==> config.mk <==
export PLATFORM = sky130hd
export DESIGN_NAME = compass_motor_interference_cal_core
export DESIGN_NICKNAME = d
export VERILOG_FILES = /design/src/hdl/cmic_pkg.sv /design/src/hdl/compass_motor_interference_cal_core.sv
export SDC_FILE = /design/constraint.sdc
export NUM_CORES = 2
export LEC_CHECK = 0
export CAP_MARGIN = 20
export CORE_MARGIN = 2
export CORE_UTILIZATION = 45
export CTS_BUF_LIST = sky130_fd_sc_hd__clkbuf_8
export CTS_CLUSTER_DIAMETER = 50
export CTS_CLUSTER_SIZE = 12
export DETAILED_ROUTE_END_ITERATION = 10
export DONT_BUFFER_PORTS = 1
export MAX_ROUTING_LAYER = met4
export SLEW_MARGIN = 20
export SYNTH_ARGS = -nofsm -noshare
export SYNTH_HDL_FRONTEND = slang
export SYNTH_SLANG_ARGS = --single-unit
export TNS_END_PERCENT = 20
==> constraint.sdc <==
create_clock -name clk -period 14.46 [get_ports clk]
set_clock_uncertainty 0.2 [all_clocks]
set_input_delay 1.446 -clock clk [delete_from_list [all_inputs] [get_ports clk]]
set_output_delay 1.446 -clock clk [all_outputs]
set_load 0.1 [all_outputs]
==> src/hdl/cmic_pkg.sv <==
// ----------------------------------------------------------------------------
// cmic_pkg
// Types, constants and helpers for the compass motor interference cal core.
// ----------------------------------------------------------------------------
package cmic_pkg;

    localparam int IN_BITS    = 176;
    localparam int OUT_BITS   = 112;
    localparam int USER_BITS  = 3;
    localparam int CFG_IDX_W  = 2;
    localparam int CFG_DATA_W = 16;

    localparam logic [9:0]  THR_FULL   = 10'd1000;
    localparam logic [31:0] K_THR      = 32'd1000;
    localparam logic [31:0] K_CUR      = 32'd100;
    localparam logic [31:0] K_INTF     = 32'd10000;
    localparam logic [31:0] K_SCALE    = 32'd100000;
    localparam logic [41:0] DIV_CONST  = 42'd100;
    localparam logic [15:0] SAT16      = 16'hFFFF;
    localparam logic [5:0]  DIV_LAST   = 6'd63;
    localparam logic [5:0]  SQ_LAST    = 6'd31;
    localparam logic [1:0]  AX_LAST    = 2'd2;

    localparam logic signed [63:0] I32_MAX = 64'sh0000_0000_7FFF_FFFF;
    localparam logic signed [63:0] I32_MIN = -64'sh0000_0000_8000_0000;

    typedef enum logic [1:0] {
        REG_COMP_MODE     = 2'd0,
        REG_COMPASS_COUNT = 2'd1,
        REG_CUR_THRESH    = 2'd2,
        REG_EXP_FIELD     = 2'd3
    } cfg_reg_t;

    typedef enum logic [1:0] {
        TICK_SEED,
        TICK_BASE,
        TICK_ACT
    } tick_t;

    typedef enum logic [4:0] {
        ST_IDLE,
        ST_DEC,
        ST_AX,
        ST_MUL1,
        ST_MUL2,
        ST_DIVSET,
        ST_DIV,
        ST_AXWB,
        ST_LSET,
        ST_LMUL,
        ST_SQSET,
        ST_SQ,
        ST_ILEN,
        ST_INUM,
        ST_IDEN,
        ST_ICHK,
        ST_ISCALE,
        ST_IWB,
        ST_OUT,
        ST_WAIT
    } state_t;

    function automatic logic signed [31:0] sat32(input logic signed [63:0] v);
        logic signed [31:0] r;
        if (v > I32_MAX)
            r = 32'sh7FFF_FFFF;
        else if (v < I32_MIN)
            r = -32'sh8000_0000;
        else
            r = v[31:0];
        return r;
    endfunction

endpackage

==> src/hdl/compass_motor_interference_cal_core.sv <==
// ----------------------------------------------------------------------------
// compass_motor_interference_cal_core
// Motor interference calibration over up to three compasses, bit-serial math.
// ----------------------------------------------------------------------------
// channel | dir | handshake               | payload
// s_axis  | in  | s_axis_tvalid/tready    | tdata: 9 fields, throttle, current
// m_axis  | out | m_axis_tvalid/tready    | tdata: comp xyz, interference;
//         |     |                         | tuser: index, valid; tlast
// cfg     | in  | cfg_we                  | cfg_index, cfg_data
//
// One tick at a time. A seeding tick passes the decode state, then an output and
// a wait state per result. In an updated compass each divide is 64 steps of the
// shared bit-serial divider, each multiply takes one multiplier bit per cycle,
// and the root 32 steps.
// Reset clears all calibration state. A stalled result holds the core.
// ----------------------------------------------------------------------------
module compass_motor_interference_cal_core #(
    parameter int NUM_COMPASSES = 3
) (
    input  logic                           clk,
    input  logic                           rst_n,
    input  logic                           s_axis_tvalid,
    output logic                           s_axis_tready,
    // x0,y0,z0,x1,y1,z1,x2,y2,z2 (16 each), throttle_in (10), current_ca (16)
    input  logic [cmic_pkg::IN_BITS-1:0]   s_axis_tdata,
    output logic                           m_axis_tvalid,
    input  logic                           m_axis_tready,
    // comp_x (32), comp_y (32), comp_z (32), interference (16)
    output logic [cmic_pkg::OUT_BITS-1:0]  m_axis_tdata,
    // compass_index (2), comp_valid (1)
    output logic [cmic_pkg::USER_BITS-1:0] m_axis_tuser,
    output logic                           m_axis_tlast,
    input  logic                           cfg_we,
    input  logic [cmic_pkg::CFG_IDX_W-1:0] cfg_index,
    input  logic [cmic_pkg::CFG_DATA_W-1:0] cfg_data
);
    import cmic_pkg::*;

    localparam int IXW = (NUM_COMPASSES > 1) ? $clog2(NUM_COMPASSES) : 1;

    state_t state_reg, state_next;
    tick_t  kind_reg;

    logic              mode_reg;
    logic [1:0]        cnt_reg;
    logic [15:0]       thresh_reg;
    logic [15:0]       ef_reg;

    logic signed [15:0] fld_reg [9];
    logic [9:0]        thr_reg;
    logic [15:0]       cur_reg;

    logic signed [31:0] base_reg [NUM_COMPASSES][3];
    logic signed [31:0] comp_reg [NUM_COMPASSES][3];
    logic [15:0]       intf_reg [NUM_COMPASSES];
    logic              seeded_reg;
    logic              ever_reg;
    logic [9:0]        tpk_reg;
    logic [15:0]       cpk_reg;

    logic              upd_reg;
    logic              iph_reg;
    logic [1:0]        idx_reg;
    logic [1:0]        ax_reg;
    logic [5:0]        step_reg;

    logic [63:0]       mcand_reg;
    logic [31:0]       mplier_reg;
    logic [63:0]       prod_reg;
    logic [63:0]       acc_reg;
    logic [63:0]       num_reg;
    logic [41:0]       dsor_reg;
    logic [41:0]       den_reg;
    logic              neg_reg;
    logic [63:0]       dvd_reg;
    logic [41:0]       rem_reg;
    logic [63:0]       rad_reg;
    logic [35:0]       sqrem_reg;
    logic [31:0]       root_reg;

    logic                 out_valid_reg;
    logic [OUT_BITS-1:0]  out_data_reg;
    logic [USER_BITS-1:0] out_user_reg;
    logic                 out_last_reg;

    logic [1:0]        n_eff;
    logic              is_last;
    logic [3:0]        fidx;
    logic signed [15:0] fsel;
    logic signed [31:0] base_cur, comp_cur;
    logic signed [63:0] imp, delta, wb_sum, sat_s, num_abs;
    logic [15:0]       m1;
    logic [22:0]       d100;
    logic              upd_c, mul_done, cur_zero, ichk_zero, ichk_sat;
    logic [31:0]       comp_abs;
    logic [42:0]       rsh;
    logic [43:0]       rdiff;
    logic [35:0]       sq_sh, sq_trial;

    always_comb
    begin
        if (cnt_reg == 2'd0)
            n_eff = 2'd1;
        else if (32'(cnt_reg) > NUM_COMPASSES)
            n_eff = 2'(NUM_COMPASSES);
        else
            n_eff = cnt_reg;
        is_last  = (idx_reg == n_eff - 2'd1);
        fidx     = 4'(idx_reg) * 4'd3 + 4'(ax_reg);
        fsel     = fld_reg[fidx];
        base_cur = base_reg[idx_reg[IXW-1:0]][ax_reg];
        comp_cur = comp_reg[idx_reg[IXW-1:0]][ax_reg];
        imp      = {{32{fsel[15]}}, fsel, 16'h0000} - {{32{base_cur[31]}}, base_cur};
        m1       = mode_reg ? cur_reg : {6'b0, thr_reg};
        d100     = 23'(m1) * 23'd100;
        upd_c    = !mode_reg || (cur_reg >= thresh_reg);
        cur_zero = mode_reg && (cur_reg == 16'd0);
        mul_done = (mplier_reg == 32'd0);
        delta    = neg_reg ? -$signed(dvd_reg) : $signed(dvd_reg);
        if (kind_reg == TICK_BASE)
            wb_sum = {{32{base_cur[31]}}, base_cur} + delta;
        else
            wb_sum = {{32{comp_cur[31]}}, comp_cur} - delta;
        if (imp > 64'sd0)
            sat_s = I32_MAX;
        else if (imp < 64'sd0)
            sat_s = I32_MIN;
        else
            sat_s = 64'sd0;
        num_abs   = num_reg[63] ? -$signed(num_reg) : $signed(num_reg);
        comp_abs  = comp_cur[31] ? 32'(-comp_cur) : 32'(comp_cur);
        ichk_zero = (num_reg == 64'd0);
        ichk_sat  = (den_reg == 42'd0) || (mode_reg && (num_reg[63:47] != 17'd0));
        rsh       = {rem_reg, dvd_reg[63]};
        rdiff     = {1'b0, rsh} - {2'b00, dsor_reg};
        sq_sh     = {sqrem_reg[33:0], rad_reg[63:62]};
        sq_trial  = {2'b00, root_reg, 2'b01};
    end

    always_ff @(posedge clk or negedge rst_n)
    begin
        if (!rst_n)
            state_reg <= ST_IDLE;
        else
            state_reg <= state_next;
    end

    always_comb
    begin
        state_next = state_reg;
        case (state_reg)
            ST_IDLE:
                if (s_axis_tvalid)
                    state_next = ST_DEC;
            ST_DEC:
                if (!seeded_reg)
                    state_next = ST_OUT;
                else if (thr_reg == 10'd0 || upd_c)
                    state_next = ST_AX;
                else
                    state_next = ST_LSET;
            ST_AX:
                if (kind_reg == TICK_BASE || cur_zero)
                    state_next = ST_DIVSET;
                else
                    state_next = ST_MUL1;
            ST_MUL1:
                if (mul_done)
                    state_next = ST_MUL2;
            ST_MUL2:
                if (mul_done)
                    state_next = ST_DIVSET;
            ST_DIVSET:
                state_next = ST_DIV;
            ST_DIV:
                if (step_reg == DIV_LAST)
                    state_next = iph_reg ? ST_IWB : ST_AXWB;
            ST_AXWB:
                if (ax_reg == AX_LAST)
                    state_next = (kind_reg == TICK_BASE) ? ST_OUT : ST_LSET;
                else
                    state_next = ST_AX;
            ST_LSET:
                state_next = ST_LMUL;
            ST_LMUL:
                if (mul_done)
                    state_next = (ax_reg == AX_LAST) ? ST_SQSET : ST_LSET;
            ST_SQSET:
                state_next = ST_SQ;
            ST_SQ:
                if (step_reg == SQ_LAST)
                    state_next = ST_ILEN;
            ST_ILEN:
                state_next = ST_INUM;
            ST_INUM:
                if (mul_done)
                    state_next = mode_reg ? ST_IDEN : ST_ICHK;
            ST_IDEN:
                if (mul_done)
                    state_next = ST_ICHK;
            ST_ICHK:
                if (ichk_zero || ichk_sat)
                    state_next = ST_OUT;
                else if (mode_reg)
                    state_next = ST_ISCALE;
                else
                    state_next = ST_DIVSET;
            ST_ISCALE:
                if (mul_done)
                    state_next = ST_DIVSET;
            ST_IWB:
                state_next = ST_OUT;
            ST_OUT:
                state_next = ST_WAIT;
            ST_WAIT:
                if (m_axis_tready)
                begin
                    if (out_last_reg)
                        state_next = ST_IDLE;
                    else if (kind_reg == TICK_SEED)
                        state_next = ST_OUT;
                    else if (kind_reg == TICK_BASE || upd_reg)
                        state_next = ST_AX;
                    else
                        state_next = ST_LSET;
                end
            default:
                state_next = ST_IDLE;
        endcase
    end

    always_ff @(posedge clk or negedge rst_n)
    begin
        if (!rst_n)
        begin
            mode_reg      <= 1'b0;
            cnt_reg       <= 2'd1;
            thresh_reg    <= 16'd300;
            ef_reg        <= 16'd530;
            seeded_reg    <= 1'b0;
            ever_reg      <= 1'b0;
            tpk_reg       <= '0;
            cpk_reg       <= '0;
            out_valid_reg <= 1'b0;
            kind_reg      <= TICK_SEED;
            upd_reg       <= 1'b0;
            iph_reg       <= 1'b0;
            idx_reg       <= '0;
            ax_reg        <= '0;
            step_reg      <= '0;
            for (int i = 0; i < NUM_COMPASSES; i++)
            begin
                intf_reg[i] <= '0;
                for (int a = 0; a < 3; a++)
                begin
                    base_reg[i][a] <= '0;
                    comp_reg[i][a] <= '0;
                end
            end
        end
        else
        begin
            if (cfg_we)
            begin
                case (cfg_index)
                    REG_COMP_MODE:     mode_reg   <= cfg_data[0];
                    REG_COMPASS_COUNT: cnt_reg    <= cfg_data[1:0];
                    REG_CUR_THRESH:    thresh_reg <= cfg_data;
                    REG_EXP_FIELD:     ef_reg     <= cfg_data;
                    default:           mode_reg   <= mode_reg;
                endcase
            end

            case (state_reg)
                ST_IDLE:
                    if (s_axis_tvalid)
                    begin
                        for (int i = 0; i < 9; i++)
                            fld_reg[i] <= s_axis_tdata[16*i +: 16];
                        thr_reg <= (s_axis_tdata[153:144] > THR_FULL) ? THR_FULL
                                                                      : s_axis_tdata[153:144];
                        cur_reg <= s_axis_tdata[169:154];
                    end
                ST_DEC:
                begin
                    idx_reg <= '0;
                    ax_reg  <= '0;
                    iph_reg <= 1'b0;
                    if (!seeded_reg)
                    begin
                        for (int i = 0; i < NUM_COMPASSES; i++)
                            for (int a = 0; a < 3; a++)
                                base_reg[i][a] <= {fld_reg[i*3+a], 16'h0000};
                        seeded_reg <= 1'b1;
                        kind_reg   <= TICK_SEED;
                    end
                    else if (thr_reg == 10'd0)
                        kind_reg <= TICK_BASE;
                    else
                    begin
                        kind_reg <= TICK_ACT;
                        upd_reg  <= upd_c;
                        if (upd_c)
                            ever_reg <= 1'b1;
                    end
                end
                ST_AX:
                    if (kind_reg == TICK_BASE)
                    begin
                        num_reg  <= imp;
                        dsor_reg <= DIV_CONST;
                    end
                    else if (cur_zero)
                    begin
                        num_reg  <= {{32{comp_cur[31]}}, comp_cur} + sat_s;
                        dsor_reg <= DIV_CONST;
                    end
                    else
                    begin
                        mcand_reg  <= {{32{comp_cur[31]}}, comp_cur};
                        mplier_reg <= 32'(m1);
                        prod_reg   <= '0;
                    end
                ST_MUL1:
                    if (mul_done)
                    begin
                        acc_reg    <= prod_reg;
                        mcand_reg  <= imp;
                        mplier_reg <= mode_reg ? K_CUR : K_THR;
                        prod_reg   <= '0;
                    end
                    else
                    begin
                        prod_reg   <= prod_reg + (mplier_reg[0] ? mcand_reg : 64'd0);
                        mcand_reg  <= {mcand_reg[62:0], 1'b0};
                        mplier_reg <= {1'b0, mplier_reg[31:1]};
                    end
                ST_MUL2:
                    if (mul_done)
                    begin
                        num_reg  <= acc_reg + prod_reg;
                        dsor_reg <= 42'(d100);
                    end
                    else
                    begin
                        prod_reg   <= prod_reg + (mplier_reg[0] ? mcand_reg : 64'd0);
                        mcand_reg  <= {mcand_reg[62:0], 1'b0};
                        mplier_reg <= {1'b0, mplier_reg[31:1]};
                    end
                ST_DIVSET:
                begin
                    rem_reg  <= '0;
                    step_reg <= '0;
                    if (iph_reg)
                    begin
                        neg_reg <= 1'b0;
                        dvd_reg <= num_reg + 64'(dsor_reg[41:1]);
                    end
                    else
                    begin
                        neg_reg <= num_reg[63];
                        dvd_reg <= num_abs + 64'(dsor_reg[41:1]);
                    end
                end
                ST_DIV:
                begin
                    rem_reg  <= rdiff[43] ? rsh[41:0] : rdiff[41:0];
                    dvd_reg  <= {dvd_reg[62:0], !rdiff[43]};
                    step_reg <= step_reg + 6'd1;
                end
                ST_AXWB:
                begin
                    if (kind_reg == TICK_BASE)
                        base_reg[idx_reg[IXW-1:0]][ax_reg] <= sat32(wb_sum);
                    else
                        comp_reg[idx_reg[IXW-1:0]][ax_reg] <= sat32(wb_sum);
                    ax_reg <= (ax_reg == AX_LAST) ? 2'd0 : ax_reg + 2'd1;
                end
                ST_LSET:
                begin
                    mcand_reg  <= 64'(comp_abs);
                    mplier_reg <= comp_abs;
                    prod_reg   <= '0;
                    if (ax_reg == 2'd0)
                        acc_reg <= '0;
                end
                ST_LMUL:
                    if (mul_done)
                    begin
                        acc_reg <= acc_reg + prod_reg;
                        ax_reg  <= (ax_reg == AX_LAST) ? 2'd0 : ax_reg + 2'd1;
                    end
                    else
                    begin
                        prod_reg   <= prod_reg + (mplier_reg[0] ? mcand_reg : 64'd0);
                        mcand_reg  <= {mcand_reg[62:0], 1'b0};
                        mplier_reg <= {1'b0, mplier_reg[31:1]};
                    end
                ST_SQSET:
                begin
                    rad_reg   <= acc_reg;
                    sqrem_reg <= '0;
                    root_reg  <= '0;
                    step_reg  <= '0;
                end
                ST_SQ:
                begin
                    if (sq_sh >= sq_trial)
                    begin
                        sqrem_reg <= sq_sh - sq_trial;
                        root_reg  <= {root_reg[30:0], 1'b1};
                    end
                    else
                    begin
                        sqrem_reg <= sq_sh;
                        root_reg  <= {root_reg[30:0], 1'b0};
                    end
                    rad_reg  <= {rad_reg[61:0], 2'b00};
                    step_reg <= step_reg + 6'd1;
                end
                ST_ILEN:
                begin
                    mcand_reg  <= 64'(root_reg);
                    mplier_reg <= mode_reg ? 32'(cpk_reg) : K_INTF;
                    prod_reg   <= '0;
                    iph_reg    <= 1'b1;
                end
                ST_INUM:
                    if (mul_done)
                    begin
                        num_reg <= prod_reg;
                        if (mode_reg)
                        begin
                            mcand_reg  <= 64'(tpk_reg);
                            mplier_reg <= 32'(ef_reg);
                            prod_reg   <= '0;
                        end
                        else
                            den_reg <= 42'({ef_reg, 16'h0000});
                    end
                    else
                    begin
                        prod_reg   <= prod_reg + (mplier_reg[0] ? mcand_reg : 64'd0);
                        mcand_reg  <= {mcand_reg[62:0], 1'b0};
                        mplier_reg <= {1'b0, mplier_reg[31:1]};
                    end
                ST_IDEN:
                    if (mul_done)
                        den_reg <= {prod_reg[25:0], 16'h0000};
                    else
                    begin
                        prod_reg   <= prod_reg + (mplier_reg[0] ? mcand_reg : 64'd0);
                        mcand_reg  <= {mcand_reg[62:0], 1'b0};
                        mplier_reg <= {1'b0, mplier_reg[31:1]};
                    end
                ST_ICHK:
                begin
                    dsor_reg <= den_reg;
                    if (ichk_zero)
                        intf_reg[idx_reg[IXW-1:0]] <= '0;
                    else if (ichk_sat)
                        intf_reg[idx_reg[IXW-1:0]] <= SAT16;
                    else if (mode_reg)
                    begin
                        mcand_reg  <= num_reg;
                        mplier_reg <= K_SCALE;
                        prod_reg   <= '0;
                    end
                end
                ST_ISCALE:
                    if (mul_done)
                        num_reg <= prod_reg;
                    else
                    begin
                        prod_reg   <= prod_reg + (mplier_reg[0] ? mcand_reg : 64'd0);
                        mcand_reg  <= {mcand_reg[62:0], 1'b0};
                        mplier_reg <= {1'b0, mplier_reg[31:1]};
                    end
                ST_IWB:
                    intf_reg[idx_reg[IXW-1:0]] <= (dvd_reg[63:16] != 48'd0) ? SAT16
                                                                            : dvd_reg[15:0];
                ST_OUT:
                begin
                    out_data_reg  <= {intf_reg[idx_reg[IXW-1:0]],
                                      comp_reg[idx_reg[IXW-1:0]][2],
                                      comp_reg[idx_reg[IXW-1:0]][1],
                                      comp_reg[idx_reg[IXW-1:0]][0]};
                    out_user_reg  <= {ever_reg, idx_reg};
                    out_last_reg  <= is_last;
                    out_valid_reg <= 1'b1;
                end
                ST_WAIT:
                    if (m_axis_tready)
                    begin
                        out_valid_reg <= 1'b0;
                        if (out_last_reg)
                        begin
                            if (kind_reg == TICK_ACT)
                            begin
                                if (thr_reg > tpk_reg)
                                    tpk_reg <= thr_reg;
                                if (cur_reg > cpk_reg)
                                    cpk_reg <= cur_reg;
                            end
                        end
                        else
                        begin
                            idx_reg <= idx_reg + 2'd1;
                            ax_reg  <= '0;
                            iph_reg <= 1'b0;
                        end
                    end
                default:
                    iph_reg <= iph_reg;
            endcase
        end
    end

    assign s_axis_tready = (state_reg == ST_IDLE);
    assign m_axis_tvalid = out_valid_reg;
    assign m_axis_tdata  = out_data_reg;
    assign m_axis_tuser  = out_user_reg;
    assign m_axis_tlast  = out_last_reg;

    a_no_overlap: assert property (@(posedge clk) disable iff (!rst_n)
        !(s_axis_tready && m_axis_tvalid))
        else $error("input ready while a result is pending");

    a_busy_after_accept: assert property (@(posedge clk) disable iff (!rst_n)
        (s_axis_tvalid && s_axis_tready) |=> !s_axis_tready)
        else $error("input taken twice in a row");

    a_idle_after_last: assert property (@(posedge clk) disable iff (!rst_n)
        (m_axis_tvalid && m_axis_tready && m_axis_tlast) |=> s_axis_tready)
        else $error("not ready after last result of a tick");

    a_index_range: assert property (@(posedge clk) disable iff (!rst_n)
        m_axis_tvalid |-> (m_axis_tuser[1:0] != 2'd3))
        else $error("compass index out of range");

endmodule

==> impl_metrics.json <==
{
  "post_cts_resized": 0,
  "globalRoute.busiestLayer": "met2",
  "synth_edf_count": 877,
  "cp.arrival_ns": 12.88,
  "antenna_found_initial": 20,
  "clk_pin_slew_ns": 0.09,
  "end_kind": "flip-flop",
  "synth.distinct_cells": 105,
  "cts_max_path_buffers": 3,
  "ys_ff_latch": 1584,
  "startpoint": "idx_reg[0]",
  "endpoint": "num_reg[31]",
  "setup_violations": 0,
  "post-dp-hpwl_um": 262000,
  "cap_violations": 0,
  "synth.area.top_cells": "edfxtp_1 (26%), dfrtp_1 (18%), ha_1 (6.5%)",
  "drv_slew": 252,
  "gr-usage-all-layers_pct": 32.0,
  "netlist_instances": 10318,
  "cts_tree": "yes",
  "r2r-start": "idx_reg[0]",
  "rsz0062_at_grt": "false",
  "async_flop_share_pct": 44.6,
  "insertion_delay_ns": 1.06,
  "yosys.area.top_type_share_pct": 26.4,
  "setup_tns_ns": 0,
  "io-pin-count": 317,
  "dieArea_mm2": 0.225,
  "status": "finished, violations left",
  "fin_crit_ns": 12.34,
  "r2r_setup_slack_ns": 2.12,
  "hold_path.class": "primary input to async pin",
  "overflow": 0,
  "yosysTopAreaCell": "edfxtp_1",
  "tightestPinTransition_ns": 1.70,
  "use_met1_pct": 42.8,
  "drt-initial-drc-count": 8940,
  "fin_crit_sh_pct": 85.3,
  "critPathLaunchType": "flip-flop",
  "wire_per_inst_um": 27.1,
  "fmax_mhz": 81.1,
  "ys.flop_type": "edfxtp_1",
  "numCtsBuffers": 198,
  "die_w_um": 475,
  "synth_nets": 11057,
  "dr_total_vias": 82770,
  "wirelength_um": 359000,
  "grt.met2_usage_pct": 47.4,
  "crit_slowest_cell": "dfrtp_4",
  "worst-setup-path-type": "flip-flop to flip-flop",
  "dieHeight_um": 475,
  "drive_gt1_share_pct": 8.98,
  "relSlewSlack_pct": -13.1,
  "gp_congestion": 0.995,
  "start_util_pct": 45.3,
  "viasPerCell": 6.25,
  "clock-sinks": 1584,
  "floorplan.rows": 172,
  "finalHoldViolations": 0,
  "synth_area_mm2": 0.0996,
  "htree_levels": 4,
  "use_met3_pct": 7.14,
  "crit_required_ns": 15.00,
  "grt_pass1_vias": 78458,
  "core_mm2": 0.220,
  "syn_to_final_growth_pct": 7.67,
  "grt_pass1_wl_um": 524000,
  "ys_seq_area_share_pct": 44.2,
  "postRouteAntennaNets": 0,
  "violations": "slew limit",
  "final_nets": 10834,
  "cts_root_buf": "clkbuf_8",
  "syn_avg_cell_area_um2": 9.66,
  "drt_first_pass_iters": 6,
  "route.detailed.drc": 0,
  "synth_warnings": 0,
  "cts_setup_buffers": 0,
  "r2r_end": "num_reg[31]",
  "cpPeakStageDelay_ns": 0.94,
  "crit_fanout": 36,
  "grt_max_degree": 718,
  "numPortBuffers": 0,
  "ff2ff_path_depth": 36
}
==> metal layers <==
layer | up-vias | routed length (um) | part of all wire, %
li1 | 37465 | - | -
met1 | 40977 | 153000 | 43
met2 | 3633 | 158000 | 44
met3 | 695 | 32400 | 9.0
met4 | 0 | 15500 | 4.3
met5 | - | 0 | 0
==> worst max-delay path, delay by kind of cell (launching register included) <==
kind / cells / cell delay [ns]
AO/OA/AOI/OAI: 22 / 5.85
adder cells (fa/ha/maj): 5 / 2.50
AND/OR/NAND/NOR: 3 / 0.76
flip-flops: 1 / 0.94
multiplexers: 2 / 0.58
buffers and inverters: 4 / 1.14
==> placed cells by master (no fill, tap or decap), types with 209 or more instances in the layout <==
cell type,Yosys,routed
dfrtp_1,699,695
edfxtp_1,877,877
o21ai_0,869,854
a21oi_1,913,912
mux2i_1,234,234
xnor2_1,339,338
clkbuf_8,0,209
nor2_1,839,820
a21o_1,232,232
inv_1,395,431
ha_1,518,517
nand2_1,1137,1132
==> stage by stage <==
stage	instances	utilization, %	area, um^2	hold WS (ns)	setup slack [ns]
finish	13242	48.8	107000	0.0810	2.12
global route	13234	48.8	107000	0.00930	1.42
CTS	13213	48.7	107000	-0.223	2.33
detailed placement	12848	46.6	103000	0.237	2.41
global placement	12847	46.6	103000	0.238	2.38
floorplan	10318	-	99600	0.223	3.13
==> cells in the mapped netlist (31+ instances only) <==
cell type,count
o21bai_1,80
a22o_1,143
ha_1,518
a221o_1,104
mux2i_1,234
xnor2_1,339
buf_1,52
nand4_1,95
mux2_2,195
a31oi_1,54
a22oi_1,154
and2_1,137
a21oi_1,913
nor4_1,56
inv_1,395
nor2_1,839
o22ai_1,31
nor2b_1,67
o21a_1,75
dfrtp_1,699
or3_1,55
o211ai_1,38
mux4_2,60
buf_4,32
a211oi_1,52
nor3_1,130
nand2b_1,84
or2_2,39
clkbuf_1,458
and3_1,110
nand2_1,1137
nand3_1,124
o21ai_0,869
edfxtp_1,877
xor2_1,180
a21o_1,232
o31ai_1,62
==> how the worst min path moves through the flow <==
stage                            endpoint  slack, ns  depth (start not counted)
after global routing           cnt_reg[0]      0.009                          0
after floorplan                  ever_reg       0.22                          1
final                       thresh_reg[3]       0.08                          0
after detailed placement  m_axis_tuser[2]       0.24                          0
after global placement    m_axis_tuser[2]       0.24                          0
after CTS                    comp_reg[56]      -0.22                          0
==> final cells by class <==
class | instances | area [um^2]
inverters | 399 | 1500
repair buffers | 157 | 1280
fillers | 20602 | 113000
well taps | 2958 | 3700
clock inverters | 156 | 1660
flip-flops and latches | 1584 | 44000
clock buffers | 209 | 2880
diodes | 24 | 60.1
multi-input cells | 7755 | 52100
==> cell families (layout without fill, tap and decap cells) <==
family / Yosys count / count (layout) / synth area share [%]
compound gates: 3207 / 3207 / 20.6
xor+xnor: 520 / 520 / 4.58
fa+ha+maj: 540 / 540 / 6.95
buf+inv: 979 / 921 / 3.95
flops: 1584 / 1584 / 44.2
mux: 489 / 489 / 5.91
other cells: 0 / 24 / 0
simple gates: 2999 / 2999 / 13.8
Power is left out: the tool's default activity adds up to more than one toggle a clock period on the data nets, which glitch-free logic cannot reach.
